--- src/design/mrl_pkg.sv ---
`timescale 1ns / 1ps
// ----------------------------------------------------------------------------
// Message rate limiter package
// Shared widths, reset values, register indexes, status codes and the
// decision record handed from the policy logic to the top level.
// ----------------------------------------------------------------------------
package mrl_pkg;

    // Default sizing of the per-ID table.
    localparam int MSG_IDS_DEF   = 1024;
    localparam int TIME_BITS_DEF = 48;

    // Fixed field widths of the ports.
    localparam int ID_W      = 10;
    localparam int NOW_W     = 48;
    localparam int ELAPSED_W = 49;
    localparam int COUNT_W   = 32;
    localparam int WINDOW_W  = 32;
    localparam int GAP_W     = 16;
    localparam int MAXC_W    = 16;
    localparam int CFG_W     = 32;
    localparam int CFG_IDX_W = 2;

    // Wide enough to hold any ID against the largest table size.
    localparam int ID_EXT_W = 17;

    // Configuration register reset values.
    localparam logic [WINDOW_W-1:0] WINDOW_RST    = 32'd1000;
    localparam logic [GAP_W-1:0]    MIN_GAP_RST   = 16'd0;
    localparam logic [MAXC_W-1:0]   MAX_COUNT_RST = 16'd100;

    // Configuration register indexes.
    typedef enum logic [CFG_IDX_W-1:0] {
        REG_WINDOW    = 2'd0,
        REG_MIN_GAP   = 2'd1,
        REG_MAX_COUNT = 2'd2
    } cfg_reg_t;

    // Result status codes.
    typedef enum logic [1:0] {
        ST_ACCEPT  = 2'd0,
        ST_GAP     = 2'd1,
        ST_OVER    = 2'd2,
        ST_INVALID = 2'd3
    } status_t;

    // Outcome of one transaction as seen by the policy logic.
    typedef struct packed {
        logic                        wr_en;
        status_t                     status;
        logic signed [ELAPSED_W-1:0] elapsed;
        logic [COUNT_W-1:0]          window_count;
    } decision_t;

endpackage

--- src/design/mrl_policy.sv ---
`timescale 1ns / 1ps
// ----------------------------------------------------------------------------
// Message rate limiter policy
// Applies the fixed-window rules to one table entry and one arrival, giving
// the updated entry and the result of the transaction.
// ----------------------------------------------------------------------------
module mrl_policy #(
    parameter int MSG_IDS = mrl_pkg::MSG_IDS_DEF,
    parameter int TW      = mrl_pkg::TIME_BITS_DEF
) (
    input  logic [mrl_pkg::ID_W-1:0]     msg_id,
    input  logic [TW-1:0]                now,
    input  logic [2*TW+mrl_pkg::COUNT_W-1:0] entry_in,
    input  logic [mrl_pkg::WINDOW_W-1:0] window_ms,
    input  logic [mrl_pkg::GAP_W-1:0]    min_gap_ms,
    input  logic [mrl_pkg::MAXC_W-1:0]   max_count,
    output logic [2*TW+mrl_pkg::COUNT_W-1:0] entry_out,
    output mrl_pkg::decision_t           decision
);

    localparam int CW = (TW + 1 > mrl_pkg::WINDOW_W + 1) ? TW + 1 : mrl_pkg::WINDOW_W + 1;
    localparam logic [mrl_pkg::ID_EXT_W-1:0] ID_LIMIT = mrl_pkg::ID_EXT_W'(MSG_IDS);
    localparam logic [mrl_pkg::COUNT_W-1:0]  COUNT_MAX = '1;

    logic [TW-1:0]                  win_start;
    logic [TW-1:0]                  last_arr;
    logic [mrl_pkg::COUNT_W-1:0]    count;
    logic [mrl_pkg::ID_EXT_W-1:0]   id_ext;
    logic                           id_ok;
    logic                           unseen;
    logic signed [TW:0]             gap;
    logic signed [TW:0]             win_diff;
    logic signed [CW-1:0]           gap_w;
    logic signed [CW-1:0]           min_gap_w;
    logic signed [CW-1:0]           win_diff_w;
    logic signed [CW-1:0]           window_w;
    logic                           gap_short;
    logic                           restart;
    logic [mrl_pkg::COUNT_W-1:0]    count_inc;
    logic [mrl_pkg::COUNT_W-1:0]    count_new;
    logic [mrl_pkg::COUNT_W-1:0]    max_count_w;
    logic                           over_restart;
    logic                           over_inc;
    logic                           over;
    logic [TW-1:0]                  win_start_new;

    assign {win_start, last_arr, count} = entry_in;

    // ID range check.
    assign id_ext = mrl_pkg::ID_EXT_W'(msg_id);
    assign id_ok  = (msg_id != '0) && (id_ext < ID_LIMIT);
    assign unseen = (win_start == '0);

    // Signed time differences, one bit wider than the timestamps.
    assign gap      = $signed({1'b0, now}) - $signed({1'b0, last_arr});
    assign win_diff = $signed({1'b0, now}) - $signed({1'b0, win_start});

    // Compare in a common width wide enough for both operands.
    assign gap_w      = CW'(gap);
    assign win_diff_w = CW'(win_diff);
    assign min_gap_w  = $signed(CW'(min_gap_ms));
    assign window_w   = $signed(CW'(window_ms));
    assign gap_short  = gap_w < min_gap_w;
    assign restart    = win_diff_w > window_w;

    // Count update: both outcomes are worked out side by side, then selected.
    assign max_count_w  = mrl_pkg::COUNT_W'(max_count);
    assign count_inc    = (count == COUNT_MAX) ? count : count + 1'b1;
    assign count_new    = restart ? mrl_pkg::COUNT_W'(1) : count_inc;
    assign over_restart = (max_count == '0);
    assign over_inc     = count_inc > max_count_w;
    assign over         = restart ? over_restart : over_inc;
    assign win_start_new = restart ? now : win_start;

    // Rule selection, in order of precedence.
    always_comb begin
        decision              = '0;
        decision.status       = mrl_pkg::ST_ACCEPT;
        entry_out             = {win_start_new, now, count_new};
        if (!id_ok) begin
            decision.status = mrl_pkg::ST_INVALID;
        end else if (unseen) begin
            decision.wr_en = 1'b1;
            entry_out      = {now, now, mrl_pkg::COUNT_W'(1)};
        end else if (gap_short) begin
            decision.status  = mrl_pkg::ST_GAP;
            decision.elapsed = mrl_pkg::ELAPSED_W'(gap);
        end else begin
            decision.wr_en = 1'b1;
            if (over) begin
                decision.status       = mrl_pkg::ST_OVER;
                decision.elapsed      = restart ? '0 : mrl_pkg::ELAPSED_W'(win_diff);
                decision.window_count = count_new;
            end
        end
    end

endmodule
--- config.mk ---
export PLATFORM = sky130hd
export DESIGN_NAME = mrl_policy
export DESIGN_NICKNAME = d
export VERILOG_FILES = /design/src/design/mrl_pkg.sv /design/src/design/mrl_policy.sv
export SDC_FILE = /design/constraint.sdc
export NUM_CORES = 1
export LEC_CHECK = 0
export BUFFER_PORTS_ARGS = -buffer_cell sky130_fd_sc_hd__buf_2
export CORE_ASPECT_RATIO = 0.75
export CORE_MARGIN = 10
export CORE_UTILIZATION = 33
export DETAILED_ROUTE_END_ITERATION = 12
export PLACE_DENSITY_LB_ADDON = 0.08
export SLEW_MARGIN = 20
export SYNTH_ARGS = -nofsm -noshare
export SYNTH_HDL_FRONTEND = slang
export SYNTH_SLANG_ARGS = --single-unit
--- constraint.sdc ---
create_clock -name vclk -period 7.05
set_input_delay 1.41 -clock vclk [all_inputs]
set_output_delay 1.41 -clock vclk [all_outputs]
set_load 0.05 [all_outputs]
; After elaboration in Yosys (flattened, before gate mapping)
; Cells that the tools add are included.
[word_totals]
word_cells = 28
output_inout_bits = 212
in_bits = 250
reg_bits = 0
[op_classes]
magnitude_cmp = 4
reduce_logical = 4
add_sub_neg = 3
eq_ne = 1
n_mux = 16
[op_table]
columns = operator, count
row1 = $mux W128, 2
row2 = $mux W83, 2
row3 = $sub A48 B48 Y49, 2
row4 = $mux W32, 3
row5 = $mux W81, 1
row6 = $mux W51, 1
row7 = $gt A49 B33 Y1, 1
row8 = $lt A49 B17 Y1, 1
row9 = $mux W49, 1
row10 = $logic_not A48 Y1, 1
row11 = $mux W48, 1
row12 = $add A32 B1 Y32 const B, 1
row13 = $eq A32 B32 Y1 const B, 1
row14 = $gt A32 B16 Y1, 1
row15 = $logic_not A16 Y1, 1
row16 = $lt A10 B11 Y1 const B, 1
row17 = $reduce_bool A10 Y1, 1
row18 = $mux W1, 4
row19 = $mux W2, 1
row20 = $logic_and A1 B1 Y1, 1

; Logic depth before layout (Yosys ltp)
[logic_depth]
depth_word = 8
mapped_depth = 28
ltp_nobuf = 26

; Least setup slack after synthesis
; Ideal clock, no wire load.
[synth_timing]
path_kind = input to output
start = in now[0]
end = out decision[11] (netlist bit)
required_time_ns = 5.640
path_buffers = 2
slack_ns = -1.674
t_arrival_ns = 7.314
path_stages = 22
path_cell_list = inv_1 > ha_1 > fa_1 > nand2b_1 > a21oi_1 > or3b_2 > a21o_1 > a31oi_1 > nor2_1 > xor2_1 > ha_1 > and3_1 > nand3_1 > nor3_1 > nand4_1 > or4_1 > or4_1 > o31ai_1 > buf_2 > nand2_1 > clkbuf_1 > nor4b_1
[synth_rtl]
columns = item, line
row1 = "start, declared", mrl_policy.sv:12  ; input logic [TW-1:0] now,
row2 = "end, declared", mrl_policy.sv:18  ; output mrl_pkg::decision_t decision

==> impl_metrics.json <==
{
  "dieArea_sq_um": 43700,
  "nClkBuffers": 0,
  "grt_antenna_before_repair": 9,
  "drive_above_1_share_pct": 52.8,
  "cpMaxStageDelayCell": "or4b_2",
  "end_kind": "output port",
  "io_pins": 462,
  "dr.first_iter.drc_count": 1587,
  "synthXorXnorAreaFrac_pct": 7.81,
  "postCtsHoldBufs": 0,
  "num_rows": 59,
  "placed_cells": 3221,
  "synth_area_sq_um": 11800,
  "drv_slew": 0,
  "synthMuxAreaShare_pct": 9.45,
  "ir_worst_vdd_mv": 0.110,
  "synthAdderAreaFrac_pct": 17.4,
  "antenna_left": 0,
  "dp_hpwl_mm": 63.5,
  "syn_avg_cell_area_sq_um": 6.59,
  "die_y_um": 184,
  "leakagePower_uw": 0.0118,
  "track_usage_pct": 31.7,
  "die_x_um": 238,
  "netlist_instances": 1786,
  "gp_congestion": 1.03,
  "crit_chain": "buf_2 > ha_1 > buf_4 > nand2_1 > buf_4 > o211ai_1 > buf_4 > o211ai_1 > buf_4 > a21oi_1 > a21oi_4 > o311ai_2 > xor2_1 > or4_1 > or4b_2 > o21bai_4 > buf_12 > buf_12 > buf_12 > mux2i_4 > buf_6",
  "coreArea_sq_um": 34900,
  "setup_ws_ns": -0.881,
  "hold_violations": 0,
  "power_density_nw_per_um2": 146,
  "layout.nets": 3259,
  "arrival_ns": 6.52,
  "tightest_slew_ns": 1.13,
  "rsz0062_at_grt": "true",
  "numSequentialCells": 0,
  "start_kind": "primary input",
  "synth-compound-area-share_pct": 24.9,
  "worstPathMaxFanout": 6,
  "routedWlPerCell_um": 22.5,
  "max_stage_delay_ns": 0.77,
  "violations": "negative setup slack",
  "vias": 18100,
  "synth-simple-area-share_pct": 28.3,
  "initial_core_util_pct": 33.7,
  "overflow": 0,
  "syn-num-nets": 2199,
  "grt_max_degree": 33,
  "area_delta_synth_final_pct": 99.9,
  "finalSetupViolations": 164,
  "vias_per_cell": 5.47,
  "io_buffers": 462,
  "grt_pass1_vias": 18300,
  "fin_crit_ns": 7.93,
  "hold_class": "in2out",
  "fmax_mhz": 126,
  "drtPass1Iterations": 5,
  "fin_crit_sh_pct": 113,
  "grt_pass1_wl_mm": 109,
  "cap_violations": 0,
  "crit_required_ns": 5.64,
  "fill_cells": 2988,
  "synth.distinct_cells": 78,
  "yosysWarnings": 0,
  "final_cells": 3309,
  "multiInputGateArea_sq_um": 12700,
  "fin_setup_tns_ns": -122.56,
  "register_area_sq_um": 0,
  "status": "finished, violations left",
  "drc": 0,
  "critPathKind": "in2out",
  "ys_seq_area_share_pct": 0,
  "wl_mm": 74.6,
  "synth_top_family_by_area": "simple AND/OR/NAND/NOR gates",
  "relSlewSlack_pct": 23.9,
  "cp_common_cell": "buf_4",
  "fin_util_pct": 67.4
}
cells by family after synthesis:
logic type,after synthesis
buf+inv,316
simple gates,644
compound gates,453
mux,105
fa+ha+maj,163
xor+xnor,105
routing by layer:
metal  vias up  GRT usage, %  wire, um
met5         -             0         0
met4         0          7.34      1950
met3        91          6.16      6420
met2       793          52.1     33600
met1      8602          41.9     32600
li1       8600             -         -
where the power goes:
part,total (uW),switching (uW),internal (uW)
sequential,0,0,0
combinational,3440,1890,1550
clock,0.000152,0,0.000152
cell type report:
type                       instances  area share [%]
antenna                            8          0.0850
multi-input combinational       1471            53.8
tap                              457            2.43
inverter                         183            3.01
timing repair buffer            1190            40.7
synth_stat cells, types with 7 or more instances:
| cell type | instances | area, sq um |
|---|---|---|
| and4_1 | 10 | 87.6 |
| o21bai_1 | 16 | 120 |
| a21o_1 | 55 | 413 |
| a21oi_1 | 147 | 736 |
| or3_1 | 14 | 87.6 |
| or2_2 | 9 | 56.3 |
| o31ai_1 | 16 | 120 |
| nor3_1 | 34 | 170 |
| a211oi_1 | 14 | 105 |
| nand2b_1 | 12 | 75.1 |
| clkbuf_1 | 54 | 203 |
| o21ai_0 | 80 | 400 |
| nor4_1 | 40 | 250 |
| nand4_1 | 93 | 582 |
| nand3_1 | 47 | 235 |
| nor2b_1 | 15 | 93.8 |
| mux2_2 | 49 | 552 |
| buf_4 | 53 | 398 |
| and2_1 | 10 | 62.6 |
| buf_1 | 10 | 37.5 |
| ha_1 | 161 | 2010 |
| nor2_1 | 108 | 405 |
| nor4b_1 | 17 | 149 |
| a221oi_1 | 7 | 61.3 |
| o21a_1 | 25 | 188 |
| a31oi_1 | 15 | 93.8 |
| buf_2 | 13 | 65.1 |
| xnor2_1 | 64 | 561 |
| xor2_1 | 41 | 359 |
| o211ai_1 | 13 | 97.6 |
| mux2i_1 | 56 | 561 |
| inv_1 | 183 | 687 |
| nand2_1 | 177 | 664 |
| or4_1 | 10 | 75.1 |
| and3_1 | 34 | 213 |
worst max-delay path, delay by kind of cell:
family / cells / cell delay (ns)
AO/OA/AOI/OAI: 6 / 1.62
buffers and inverters: 9 / 1.40
AND/OR/NAND/NOR: 3 / 1.38
adder cells (fa/ha/maj): 1 / 0.29
multiplexers: 1 / 0.23
XOR/XNOR: 1 / 0.16
worst paths after layout:
check	from	endpoint	slack (ns)	cells past startpoint
worst max-delay path	now[8]	decision[46]	-0.88	21
worst min-delay path	now[1]	entry_out[33]	3.14	2
through the flow:
step                area, sq um  worst slack [ns]  hold slack [ns]  power, uW
finish                    23500            -0.881             3.14       3440
global route              23500             -1.06             3.14       3600
CTS                       22900            -0.900             3.14       3300
detailed placement        20900             -1.34             3.16       2940
global placement          20900             -1.24             3.16       2920
floorplan                 13700            -0.412             2.99       1800
layout by cell type (no fill, tap or decap), drive strengths merged, types with 10 or more instances in the layout:
cell type	netlist	routed
nor4	40	40
nor3	35	35
o31ai	16	16
mux2i	56	56
a211oi	14	14
ha	161	161
nand3	47	47
and2	10	10
o211ai	13	13
or2	10	10
a21oi	149	149
buf	79	1186
nor2	109	109
or4	11	11
and3	34	34
nor4b	17	17
and4	10	10
inv	183	183
o21ai	85	85
o21a	25	25
xnor2	64	64
nor2b	15	15
a31oi	15	15
nand4	93	93
or3	14	14
o21bai	16	16
a21o	55	55
nand2	177	178
xor2	41	41
nand2b	12	12
mux2	49	49
what timing repair did:
item                                    4_1_cts  5_1_grt
endpoints found under the setup margin      164      164
gates resized for setup                     387      125
setup buffers                                53       24
pin swaps                                    69       84
gates cloned                                  9        4
Note: power is estimated with default switching activity, not from simulation.
